===== src/design/cwt_pkg.sv =====
// ----------------------------------------------------------------------------
// cwt_pkg: shared definitions for the credential whitelist table
// Sizes, request and status codes, character helpers and preset values.
// ----------------------------------------------------------------------------
package cwt_pkg;

  // Table geometry
  localparam int ENTRIES   = 16;
  localparam int ID_CHARS  = 8;
  localparam int PIN_CHARS = 5;

  // Port field widths
  localparam int ID_IN_W  = 64;
  localparam int PIN_IN_W = 40;
  localparam int SLOT_W   = 4;
  localparam int STS_W    = 3;
  localparam int OP_W     = 2;

  // Derived storage widths
  localparam int ID_W  = ID_CHARS * 8;
  localparam int PIN_W = PIN_CHARS * 8;
  localparam int ENT_W = ID_W + PIN_W;
  localparam int IDX_W = $clog2(ENTRIES);
  localparam int CNT_W = $clog2(ENTRIES + 1);

  // The character that is never a valid ID character
  localparam logic [7:0] CH_N = 8'h6E;

  // Preset credentials, first character in the top byte
  localparam logic [63:0] PRESET_ID0  = 64'h3435_3137_3636_3031; // "45176601"
  localparam logic [63:0] PRESET_ID1  = 64'h3030_3030_3030_3030; // "00000000"
  localparam logic [39:0] PRESET_PIN0 = 40'h31_3131_3131;        // "11111"
  localparam logic [39:0] PRESET_PIN1 = 40'h30_3030_3030;        // "00000"

  typedef enum logic [OP_W-1:0] {
    OP_CHECK  = 2'd0,
    OP_VERIFY = 2'd1,
    OP_ADD    = 2'd2,
    OP_REMOVE = 2'd3
  } op_e;

  typedef enum logic [STS_W-1:0] {
    STS_OK           = 3'd0,
    STS_NOT_FOUND    = 3'd1,
    STS_PIN_MISMATCH = 3'd2,
    STS_FULL         = 3'd3,
    STS_BAD_FORMAT   = 3'd4,
    STS_PRESENT      = 3'd5
  } status_e;

  // Any ID character equal to 'n'
  function automatic logic id_has_n(input logic [ID_W-1:0] v);
    logic hit;
    hit = 1'b0;
    for (int k = 0; k < ID_CHARS; k++) begin
      if (v[8*k +: 8] == CH_N) hit = 1'b1;
    end
    return hit;
  endfunction

  // Any of the leading PIN_CHARS-1 PIN characters equal to 'n'
  function automatic logic pin_has_n(input logic [PIN_W-1:0] v);
    logic hit;
    hit = 1'b0;
    for (int k = 1; k < PIN_CHARS; k++) begin
      if (v[8*k +: 8] == CH_N) hit = 1'b1;
    end
    return hit;
  endfunction

  // Preset ID for slot 0 or 1, cut to ID_CHARS characters
  function automatic logic [ID_W-1:0] preset_id(input logic sel);
    logic [63:0]     src;
    logic [ID_W-1:0] v;
    src = sel ? PRESET_ID1 : PRESET_ID0;
    v   = '0;
    for (int k = 0; k < ID_CHARS; k++) begin
      v = (v << 8) | ID_W'(src[8*(7-k) +: 8]);
    end
    return v;
  endfunction

  // Preset PIN for slot 0 or 1, last character repeated past five
  function automatic logic [PIN_W-1:0] preset_pin(input logic sel);
    logic [39:0]      src;
    logic [PIN_W-1:0] v;
    int               c;
    src = sel ? PRESET_PIN1 : PRESET_PIN0;
    v   = '0;
    for (int k = 0; k < PIN_CHARS; k++) begin
      c = (k < 5) ? k : 4;
      v = (v << 8) | PIN_W'(src[8*(4-c) +: 8]);
    end
    return v;
  endfunction

endpackage


===== src/design/cwt_req_if.sv =====
// ----------------------------------------------------------------------------
// cwt_req_if: request channel
// Valid/ready channel carrying one request beat: opcode, ID and PIN.
// ----------------------------------------------------------------------------
interface cwt_req_if;
  logic                         valid;
  logic                         ready;
  logic [cwt_pkg::OP_W-1:0]     opcode;
  logic [cwt_pkg::ID_IN_W-1:0]  id_chars;
  logic [cwt_pkg::PIN_IN_W-1:0] pin_chars;

  modport source (output valid, output opcode, output id_chars, output pin_chars,
                  input ready);
  modport sink   (input valid, input opcode, input id_chars, input pin_chars,
                  output ready);
endinterface


===== src/design/cwt_rsp_if.sv =====
// ----------------------------------------------------------------------------
// cwt_rsp_if: response channel
// Valid/ready channel carrying one result beat: ok, status and slot.
// ----------------------------------------------------------------------------
interface cwt_rsp_if;
  logic                       valid;
  logic                       ready;
  logic                       ok;
  logic [cwt_pkg::STS_W-1:0]  status;
  logic [cwt_pkg::SLOT_W-1:0] slot;

  modport source (output valid, output ok, output status, output slot, input ready);
  modport sink   (input valid, input ok, input status, input slot, output ready);
endinterface


===== src/design/cwt_mem.sv =====
// ----------------------------------------------------------------------------
// cwt_mem: simple dual-port RAM
// One write port, one read port, read data registered.
// ----------------------------------------------------------------------------
module cwt_mem #(
  parameter int DEPTH = 16,
  parameter int WIDTH = 104
) (
  input  logic                     clk_i,
  input  logic                     we_i,
  input  logic [$clog2(DEPTH)-1:0] waddr_i,
  input  logic [WIDTH-1:0]         wdata_i,
  input  logic                     re_i,
  input  logic [$clog2(DEPTH)-1:0] raddr_i,
  output logic [WIDTH-1:0]         rdata_o
);

  logic [WIDTH-1:0] mem_q [DEPTH];
  logic [WIDTH-1:0] rdata_q;

  // Write port
  always_ff @(posedge clk_i) begin
    if (we_i) mem_q[waddr_i] <= wdata_i;
  end

  // Registered read port
  always_ff @(posedge clk_i) begin
    if (re_i) rdata_q <= mem_q[raddr_i];
  end

  assign rdata_o = rdata_q;

endmodule


===== src/design/credential_whitelist_table.sv =====
// ----------------------------------------------------------------------------
// credential_whitelist_table: ID/PIN whitelist with check, verify, add, remove
// Credentials live in one RAM; a controller scans it and writes back.
// ----------------------------------------------------------------------------
// Each request beat is served by a linear scan of the credential RAM, one slot
// per cycle through its single read port, followed by a resolve step that
// decides the status and performs the write for add, and a reply step that
// loads the result register. A request is accepted only in the idle state, so
// the block takes no new request until the previous one has passed its reply
// step. The next request is accepted while the previous result still waits in
// the output register; it is held at the reply step until that register frees.
// Used marks sit in flip-flops and slots 0 and 1 read their preset credentials
// until first written, so no clearing pass follows reset.
// When several slots hold the same ID the lowest one wins; slot reports the low
// four bits of the index and is zero when no slot is involved.
// ----------------------------------------------------------------------------
module credential_whitelist_table (
  input  logic      clk_i,
  input  logic      rst_ni,
  cwt_req_if.sink   req_i,
  cwt_rsp_if.source rsp_o
);

  localparam int ENTRIES = cwt_pkg::ENTRIES;
  localparam int IDX_W   = cwt_pkg::IDX_W;
  localparam int CNT_W   = cwt_pkg::CNT_W;
  localparam int ID_W    = cwt_pkg::ID_W;
  localparam int PIN_W   = cwt_pkg::PIN_W;
  localparam int ENT_W   = cwt_pkg::ENT_W;
  localparam int SLOT_W  = cwt_pkg::SLOT_W;

  typedef enum logic [1:0] {
    S_IDLE,
    S_SCAN,
    S_RESOLVE,
    S_REPLY
  } state_e;

  state_e                state_q, state_d;
  cwt_pkg::op_e          op_q, op_d;
  logic [ID_W-1:0]       id_q, id_d;
  logic [PIN_W-1:0]      pin_q, pin_d;
  logic                  id_bad_q, id_bad_d;
  logic                  pin_bad_q, pin_bad_d;
  logic [CNT_W-1:0]      rd_cnt_q, rd_cnt_d;
  logic                  cmp_vld_q, cmp_vld_d;
  logic [IDX_W-1:0]      cmp_idx_q, cmp_idx_d;
  logic                  hit_q, hit_d;
  logic [IDX_W-1:0]      hit_idx_q, hit_idx_d;
  logic [PIN_W-1:0]      hit_pin_q, hit_pin_d;
  logic                  free_q, free_d;
  logic [IDX_W-1:0]      free_idx_q, free_idx_d;
  logic [ENTRIES-1:0]    used_q, used_d;
  logic [1:0]            preset_q, preset_d;
  cwt_pkg::status_e      res_sts_q, res_sts_d;
  logic [IDX_W-1:0]      res_idx_q, res_idx_d;
  logic                  res_has_q, res_has_d;
  logic                  rsp_vld_q, rsp_vld_d;
  cwt_pkg::status_e      rsp_sts_q, rsp_sts_d;
  logic [SLOT_W-1:0]     rsp_slot_q, rsp_slot_d;

  logic                  mem_we;
  logic                  mem_re;
  logic [ENT_W-1:0]      mem_rdata;
  logic                  ent_preset;
  logic [ID_W-1:0]       ent_id;
  logic [PIN_W-1:0]      ent_pin;
  logic [63:0]           pin_ext;
  logic [SLOT_W+IDX_W-1:0] slot_ext;

  // Credential RAM: {id, pin} per slot
  cwt_mem #(
    .DEPTH (ENTRIES),
    .WIDTH (ENT_W)
  ) u_mem (
    .clk_i   (clk_i),
    .we_i    (mem_we),
    .waddr_i (free_idx_q),
    .wdata_i ({id_q, pin_q}),
    .re_i    (mem_re),
    .raddr_i (rd_cnt_q[IDX_W-1:0]),
    .rdata_o (mem_rdata)
  );

  // Read issue while scanning; write on a successful add
  assign mem_re = (state_q == S_SCAN) && (rd_cnt_q != CNT_W'(ENTRIES));
  assign mem_we = (state_q == S_RESOLVE) && (op_q == cwt_pkg::OP_ADD) && !id_bad_q &&
                  !pin_bad_q && !hit_q && free_q;

  // Slots 0 and 1 read their preset until first written
  assign ent_preset = (preset_q[0] && (cmp_idx_q == IDX_W'(0))) ||
                      (preset_q[1] && (cmp_idx_q == IDX_W'(1)));
  assign ent_id  = ent_preset ? cwt_pkg::preset_id(cmp_idx_q[0]) : mem_rdata[ENT_W-1:PIN_W];
  assign ent_pin = ent_preset ? cwt_pkg::preset_pin(cmp_idx_q[0]) : mem_rdata[PIN_W-1:0];

  // Input PIN field, zero-extended then cut to the stored width
  assign pin_ext = {{(64 - cwt_pkg::PIN_IN_W){1'b0}}, req_i.pin_chars};

  // Slot index into the result field width
  assign slot_ext = {{SLOT_W{1'b0}}, res_idx_q};

  // Next-state logic
  always_comb begin
    state_d    = state_q;
    op_d       = op_q;
    id_d       = id_q;
    pin_d      = pin_q;
    id_bad_d   = id_bad_q;
    pin_bad_d  = pin_bad_q;
    rd_cnt_d   = rd_cnt_q;
    cmp_vld_d  = 1'b0;
    cmp_idx_d  = cmp_idx_q;
    hit_d      = hit_q;
    hit_idx_d  = hit_idx_q;
    hit_pin_d  = hit_pin_q;
    free_d     = free_q;
    free_idx_d = free_idx_q;
    used_d     = used_q;
    preset_d   = preset_q;
    res_sts_d  = res_sts_q;
    res_idx_d  = res_idx_q;
    res_has_d  = res_has_q;
    rsp_vld_d  = rsp_vld_q && !rsp_o.ready;
    rsp_sts_d  = rsp_sts_q;
    rsp_slot_d = rsp_slot_q;

    unique case (state_q)
      S_IDLE: begin
        if (req_i.valid) begin
          op_d      = cwt_pkg::op_e'(req_i.opcode);
          id_d      = req_i.id_chars[ID_W-1:0];
          pin_d     = pin_ext[PIN_W-1:0];
          id_bad_d  = cwt_pkg::id_has_n(req_i.id_chars[ID_W-1:0]);
          pin_bad_d = cwt_pkg::pin_has_n(pin_ext[PIN_W-1:0]);
          rd_cnt_d  = '0;
          hit_d     = 1'b0;
          free_d    = 1'b0;
          state_d   = S_SCAN;
        end
      end

      S_SCAN: begin
        if (mem_re) begin
          rd_cnt_d  = rd_cnt_q + CNT_W'(1);
          cmp_vld_d = 1'b1;
          cmp_idx_d = rd_cnt_q[IDX_W-1:0];
        end
        // Compare the slot read in the previous cycle
        if (cmp_vld_q) begin
          if (!hit_q && !id_bad_q && used_q[cmp_idx_q] && (ent_id == id_q)) begin
            hit_d     = 1'b1;
            hit_idx_d = cmp_idx_q;
            hit_pin_d = ent_pin;
          end
          if (!free_q && !used_q[cmp_idx_q]) begin
            free_d     = 1'b1;
            free_idx_d = cmp_idx_q;
          end
          if (cmp_idx_q == IDX_W'(ENTRIES - 1)) state_d = S_RESOLVE;
        end
      end

      S_RESOLVE: begin
        res_sts_d = cwt_pkg::STS_OK;
        res_idx_d = hit_idx_q;
        res_has_d = hit_q;
        case (op_q)
          cwt_pkg::OP_CHECK: begin
            if (!hit_q) res_sts_d = cwt_pkg::STS_NOT_FOUND;
          end
          cwt_pkg::OP_VERIFY: begin
            if (!hit_q) res_sts_d = cwt_pkg::STS_NOT_FOUND;
            else if ((pin_q != hit_pin_q) || pin_bad_q) res_sts_d = cwt_pkg::STS_PIN_MISMATCH;
          end
          cwt_pkg::OP_ADD: begin
            res_has_d = 1'b0;
            if (id_bad_q || pin_bad_q) begin
              res_sts_d = cwt_pkg::STS_BAD_FORMAT;
            end else if (hit_q) begin
              res_sts_d = cwt_pkg::STS_PRESENT;
            end else if (!free_q) begin
              res_sts_d = cwt_pkg::STS_FULL;
            end else begin
              res_has_d          = 1'b1;
              res_idx_d          = free_idx_q;
              used_d[free_idx_q] = 1'b1;
              if ((free_idx_q == IDX_W'(0)) || (free_idx_q == IDX_W'(1))) begin
                preset_d[free_idx_q[0]] = 1'b0;
              end
            end
          end
          default: begin
            if (!hit_q) res_sts_d = cwt_pkg::STS_NOT_FOUND;
            else        used_d[hit_idx_q] = 1'b0;
          end
        endcase
        state_d = S_REPLY;
      end

      S_REPLY: begin
        // Wait for the result register to free up
        if (!rsp_vld_q || rsp_o.ready) begin
          rsp_vld_d  = 1'b1;
          rsp_sts_d  = res_sts_q;
          rsp_slot_d = res_has_q ? slot_ext[SLOT_W-1:0] : '0;
          state_d    = S_IDLE;
        end
      end

      default: state_d = S_IDLE;
    endcase
  end

  // State and registered outputs
  always_ff @(posedge clk_i or negedge rst_ni) begin
    if (!rst_ni) begin
      state_q   <= S_IDLE;
      cmp_vld_q <= 1'b0;
      used_q    <= ENTRIES'(2'b11);
      preset_q  <= 2'b11;
      rsp_vld_q <= 1'b0;
    end else begin
      state_q   <= state_d;
      cmp_vld_q <= cmp_vld_d;
      used_q    <= used_d;
      preset_q  <= preset_d;
      rsp_vld_q <= rsp_vld_d;
    end
  end

  // Payload registers
  always_ff @(posedge clk_i) begin
    op_q       <= op_d;
    id_q       <= id_d;
    pin_q      <= pin_d;
    id_bad_q   <= id_bad_d;
    pin_bad_q  <= pin_bad_d;
    rd_cnt_q   <= rd_cnt_d;
    cmp_idx_q  <= cmp_idx_d;
    hit_q      <= hit_d;
    hit_idx_q  <= hit_idx_d;
    hit_pin_q  <= hit_pin_d;
    free_q     <= free_d;
    free_idx_q <= free_idx_d;
    res_sts_q  <= res_sts_d;
    res_idx_q  <= res_idx_d;
    res_has_q  <= res_has_d;
    rsp_sts_q  <= rsp_sts_d;
    rsp_slot_q <= rsp_slot_d;
  end

  assign req_i.ready  = (state_q == S_IDLE);
  assign rsp_o.valid  = rsp_vld_q;
  assign rsp_o.ok     = (rsp_sts_q == cwt_pkg::STS_OK);
  assign rsp_o.status = rsp_sts_q;
  assign rsp_o.slot   = rsp_slot_q;

`ifndef ASSERT_OFF
  // An add only ever writes a slot that the scan found unused
  a_write_free: assert property (@(posedge clk_i) disable iff (!rst_ni)
    mem_we |-> !used_q[free_idx_q])
    else $error("add writes a used slot");

  // A match recorded by the scan always points at a used slot
  a_hit_used: assert property (@(posedge clk_i) disable iff (!rst_ni)
    (state_q == S_RESOLVE && hit_q) |-> used_q[hit_idx_q])
    else $error("match on an unused slot");

  // A successful add marks exactly one more slot used
  a_add_count: assert property (@(posedge clk_i) disable iff (!rst_ni)
    mem_we |=> ($countones(used_q) == $countones($past(used_q)) + 1))
    else $error("used count not bumped by add");

  // The read counter never runs past the table
  a_cnt_range: assert property (@(posedge clk_i) disable iff (!rst_ni)
    (state_q == S_SCAN) |-> (rd_cnt_q <= CNT_W'(ENTRIES)))
    else $error("scan counter out of range");
`endif

endmodule


===== src/flat_wrapper.sv =====
// flat-port wrapper written by rule: the top's interface ports become plain ports
module credential_whitelist_table_flat 
  (clk_i, rst_ni, req_i_valid, req_i_opcode, req_i_id_chars, req_i_pin_chars, req_i_ready, rsp_o_valid, rsp_o_ok, rsp_o_status, rsp_o_slot, rsp_o_ready);
  cwt_req_if req_i_i ();
  cwt_rsp_if rsp_o_i ();
  input  logic clk_i;
  input  logic rst_ni;
  input wire logic [$bits(req_i_i.valid)-1:0] req_i_valid;
  input wire logic [$bits(req_i_i.opcode)-1:0] req_i_opcode;
  input wire logic [$bits(req_i_i.id_chars)-1:0] req_i_id_chars;
  input wire logic [$bits(req_i_i.pin_chars)-1:0] req_i_pin_chars;
  output wire logic [$bits(req_i_i.ready)-1:0] req_i_ready;
  output wire logic [$bits(rsp_o_i.valid)-1:0] rsp_o_valid;
  output wire logic [$bits(rsp_o_i.ok)-1:0] rsp_o_ok;
  output wire logic [$bits(rsp_o_i.status)-1:0] rsp_o_status;
  output wire logic [$bits(rsp_o_i.slot)-1:0] rsp_o_slot;
  input wire logic [$bits(rsp_o_i.ready)-1:0] rsp_o_ready;
  assign req_i_i.valid = req_i_valid;
  assign req_i_i.opcode = req_i_opcode;
  assign req_i_i.id_chars = req_i_id_chars;
  assign req_i_i.pin_chars = req_i_pin_chars;
  assign req_i_ready = req_i_i.ready;
  assign rsp_o_valid = rsp_o_i.valid;
  assign rsp_o_ok = rsp_o_i.ok;
  assign rsp_o_status = rsp_o_i.status;
  assign rsp_o_slot = rsp_o_i.slot;
  assign rsp_o_i.ready = rsp_o_ready;
  credential_whitelist_table u_core (.clk_i(clk_i), .rst_ni(rst_ni), .req_i(req_i_i), .rsp_o(rsp_o_i));
endmodule

===== config.mk =====
export PLATFORM = sky130hd
export DESIGN_NAME = credential_whitelist_table_flat
export DESIGN_NICKNAME = d
export VERILOG_FILES = /design/src/design/cwt_pkg.sv /design/src/design/cwt_req_if.sv /design/src/design/cwt_rsp_if.sv /design/src/design/cwt_mem.sv /design/src/design/credential_whitelist_table.sv /design/src/flat_wrapper.sv
export SDC_FILE = /design/constraint.sdc
export NUM_CORES = 2
export LEC_CHECK = 0
export BUFFER_PORTS_ARGS = -buffer_cell sky130_fd_sc_hd__buf_2
export CAP_MARGIN = 20
export CORE_MARGIN = 8
export CORE_UTILIZATION = 55
export CTS_CLUSTER_DIAMETER = 40
export DETAILED_ROUTE_END_ITERATION = 6
export PLACE_DENSITY = 0.71
export RECOVER_POWER = 50
export SLEW_MARGIN = 20
export SYNTH_ARGS = -nofsm -noshare
export SYNTH_HDL_FRONTEND = slang
export SYNTH_SLANG_ARGS = --single-unit

===== constraint.sdc =====
create_clock -name clk_i -period 10.9 [get_ports clk_i]
set_clock_uncertainty 0.1 [all_clocks]
set_input_delay 1.09 -clock clk_i [delete_from_list [all_inputs] [get_ports clk_i]]
set_output_delay 1.09 -clock clk_i [all_outputs]
set_load 0.05 [all_outputs]

==> impl_results.md <==
* Syn-to-layout area delta at 13.74%
* Leakage at 26.64 nW
* Peak VDD IR at 0.2067 mV
* Vias in the first global route at 36391
* Tcrit/Tclk final at 0.6507
* Non-filler cells in the finished layout at 5401
* CTS tree: built
* Post-Route WL at 175300 µm
* Maximum fanout along the worst path at 60
* Share of layout cells above drive strength 1 at 0.2735
* Post-route antenna net violation count at 0
* Antenna diodes at 0
* Kind of critical path: flip-flop to flip-flop
* Hold Path Origin: u_core.res_sts_q[1]
* Nets at 3555
* Hold endpoint: u_core.rsp_o.status[1]
* Global route total overflow at 0
* Die X at 385.1 µm
* Failing checks: DRC, capacitance limit, slew limit
* Seq cells post-synth at 1972
* Final GP Congestion at 0.8803
* Mapped Area at 74940 µm²
* Post-route DRC at 2
* Gate power share at 0.206
* Reg clk slew, reported paths at 0.06 ns
* Startpoint types: flip-flop
* FF-to-FF setup slack at 3.81 ns
* Initial antenna violation count at 2
* # IOs at 120
* GRT Overall Usage at 0.2372
* Vias after detailed routing at 35415
* Switch share at 0.2664
* Routing usage on met2 at 0.3838
* Final setup vio count at 0
* WHS at 0.3164 ns
* Req. time, crit path at 11.24 ns
* Vias per cell at 6.557
* Clock share of power at 0.348
* DPL Wire Length at 93510 µm
* Post-synth top area cell: edfxtp_1
* Synth unique cells at 74
* Number of buffers created by CTS at 220
* Fin Setup TNS at 0 ns
* HP Class: flip-flop to flip-flop
* Die area at 148300 µm²
* Router iterations before antenna repair at 7
* Post-CTS Hold Fix Bufs at 0
* Seq/Total Area, Yosys at 0.7888
* FF-to-FF Start: u_core.cmp_idx_q[0]
* Initial detailed-routing violation count at 4430
* H-Tree Depth at 4
* CP arrival at 7.44 ns
* Row count at 135
* Worst r2r dst: u_core.hit_pin_q[20]
* MaxCap Viol Count at 5
* EDFF count, synth at 1950
* Met1 Usage GRT at 0.3307
* Pint at 15.83 mW
* Starting Density at 0.5539
* R2R depth at 9
* Switch Pwr at 5.748 mW
* GRT met3 Usage at 0.04924
* First-pass GRT wire length at 253800 µm
* Flop pwr share at 0.447
* PD cells at 253.1 nW/µm²
* Cell count after synthesis at 3157
* Cells on Worst Hold Path at 0
* Final core occ at 0.6300
* Status: finished with violations
* Clock buffer depth at 3
* Slew HR at -2.498
* Core area at 135300 µm²
* RSZ-0062 raised after global routing: false
* Worst-Margin Slew at 5.244 ns
* Dpl cells at 4993
* Endpoints failing hold at 0
* Post-Syn Nets at 3276
* Final total power at 21.58 mW
* Max-slew violations at 268
* Ys flop type: edfxtp_1
* GRT busiest layer: met2
* Synthesized area per cell at 23.74 µm²
* Setup Buffers After CTS at 0
* Yosys warning count at 0
* Synth area leaders: edfxtp_1 78%, mux4_2 16%, dfrtp_1 0.60%, xor2_1 0.50%, clkbuf_1 0.43%
* Root Driver: clkbuf_16
* Max Clk Rate at 141.0 MHz
* CTS resizes at 0
* Asr flop ratio synth at 0.01116
* Clock latency on the worst-skew pair at 0.84 ns
* I/O Buffers at 119
* Final min period at 7.092 ns
* Crit path capture type: flip-flop
* Die span in y at 385.1 µm
* Wire length per cell at 32.46 µm
* Clock sinks at 1972
* Largest net degree at the start of global routing at 155
* Yosys top cell area share at 0.7814
==> sequential cells by signal (all words and copies together) (netlist names), 2 cells and up <==
| register | flops |
|---|---|
| u_core.cmp_idx_q | 4 |
| u_core.free_idx_q | 4 |
| u_core.hit_idx_q | 4 |
| u_core.hit_pin_q | 40 |
| u_core.id_q | 64 |
| u_core.op_q | 2 |
| u_core.pin_q | 40 |
| u_core.preset_q | 2 |
| u_core.rd_cnt_q | 5 |
| u_core.res_idx_q | 4 |
| u_core.res_sts_q | 3 |
| u_core.rsp_o.slot | 4 |
| u_core.rsp_o.status | 3 |
| u_core.state_q | 2 |
| u_core.u_mem.mem_q | 1664 |
| u_core.u_mem.rdata_o | 104 |
| u_core.used_q | 16 |
==> layout by cell type, fill, tap and decap left out, types with 20 or more instances in the layout <==
cell type     n
nand2b_1     35
edfxtp_1   1950
clkbuf_16   223
clkinv_2     26
mux4_2      521
inv_6        23
xor2_1       43
inv_1        45
buf_2        30
nand2_1      20
a21oi_1      35
buf_4        48
clkbuf_1    130
o21ai_0      24
bufinv_16    28
nor2_1       26
clkinv_1     33
nor2b_1      31
==> routing by layer <==
metal / wire length, µm / vias to the layer above
met3: 16900 / 354
met4: 5253 / 0
met1: 67280 / 18777
li1: - / 14104
met5: 0 / -
met2: 85890 / 2180
==> cell usage after synthesis, types with 5 or more instances <==
master	instances
and3_1	8
ha_1	9
nand4_1	18
nor4_1	18
and2_1	35
o22ai_1	12
a2111oi_0	5
nor2b_1	32
nor3b_1	6
xnor2_1	8
clkbuf_1	86
nand2_1	21
o21ai_0	24
dfrtp_1	18
nor4bb_1	11
a31oi_1	11
inv_1	45
mux4_2	521
nand3_1	11
o2111ai_1	6
a21oi_1	35
nor3_1	18
nand2b_1	35
xor2_1	43
nor2_1	38
edfxtp_1	1950
buf_1	37
==> power by group through the flow <==
| stage | combinational (mW) | clock [mW] | sequential (mW) |
|---|---|---|---|
| 5_1_grt | 4.70 | 7.89 | 9.67 |
| 2_1_floorplan | 3.25 | 0 | 9.58 |
| 4_1_cts | 4.45 | 7.58 | 9.62 |
| 3_3_place_gp | 4.34 | 0 | 9.73 |
| 6_report | 4.44 | 7.50 | 9.64 |
| 3_5_place_dp | 4.40 | 0 | 9.77 |
==> kinds of logic after synthesis <==
family	Yosys count	share of synthesized area
buf+inv	178	0.009567
mux	532	0.1590
xor+xnor	51	0.005960
simple gates	284	0.02336
flops	1972	0.7888
compound gates	131	0.01179
fa+ha+maj	9	0.001503
==> worst max-delay path: stages, from the launching register on <==
cell,delay (ns)
edfxtp_1,0.76
mux2_1,0.60
nand2_2,0.14
clkbuf_1,2.76
mux2i_1,0.23
a2111oi_0,0.47
nor4b_1,0.30
and4_1,0.29
and4bb_2,0.37
buf_4,0.58
==> layout make-up <==
| cell class | count | area (µm²) |
|---|---|---|
| Tap cell | 1781 | 2228 |
| Multi-Input combinational cell | 1007 | 15220 |
| Sequential cell | 1972 | 59110 |
| Inverter | 45 | 168.9 |
| Clock inverter | 153 | 1764 |
| Clock buffer | 253 | 5693 |
| Fill cell | 8665 | 50060 |
| Timing Repair Buffer | 190 | 1057 |
==> per-stage QoR <==
step                instance area [µm²]  worst slack, ns
floorplan                         74940            1.283
global placement                  77900            5.566
detailed placement                77910            5.402
CTS                               85360            5.336
global route                      85240            3.618
finish                            85240            3.808
==> how the worst max path moves through the flow <==
stage | from | depth (start not counted) | to | slack (ns)
final | u_core.cmp_idx_q[0] | 9 | u_core.hit_pin_q[20] | 3.81
after global placement | u_core.op_q[0] | 9 | u_core.u_mem.mem_q[7][71] | 5.57
after global routing | u_core.cmp_idx_q[0] | 9 | u_core.hit_pin_q[20] | 3.62
after detailed placement | u_core.op_q[0] | 9 | u_core.u_mem.mem_q[7][71] | 5.40
after CTS | u_core.op_q[0] | 9 | u_core.u_mem.mem_q[7][11] | 5.34
after floorplan | u_core.op_q[0] | 8 | u_core.u_mem.mem_q[0][0] | 1.28
Note: power is estimated with default switching activity, not from simulation.
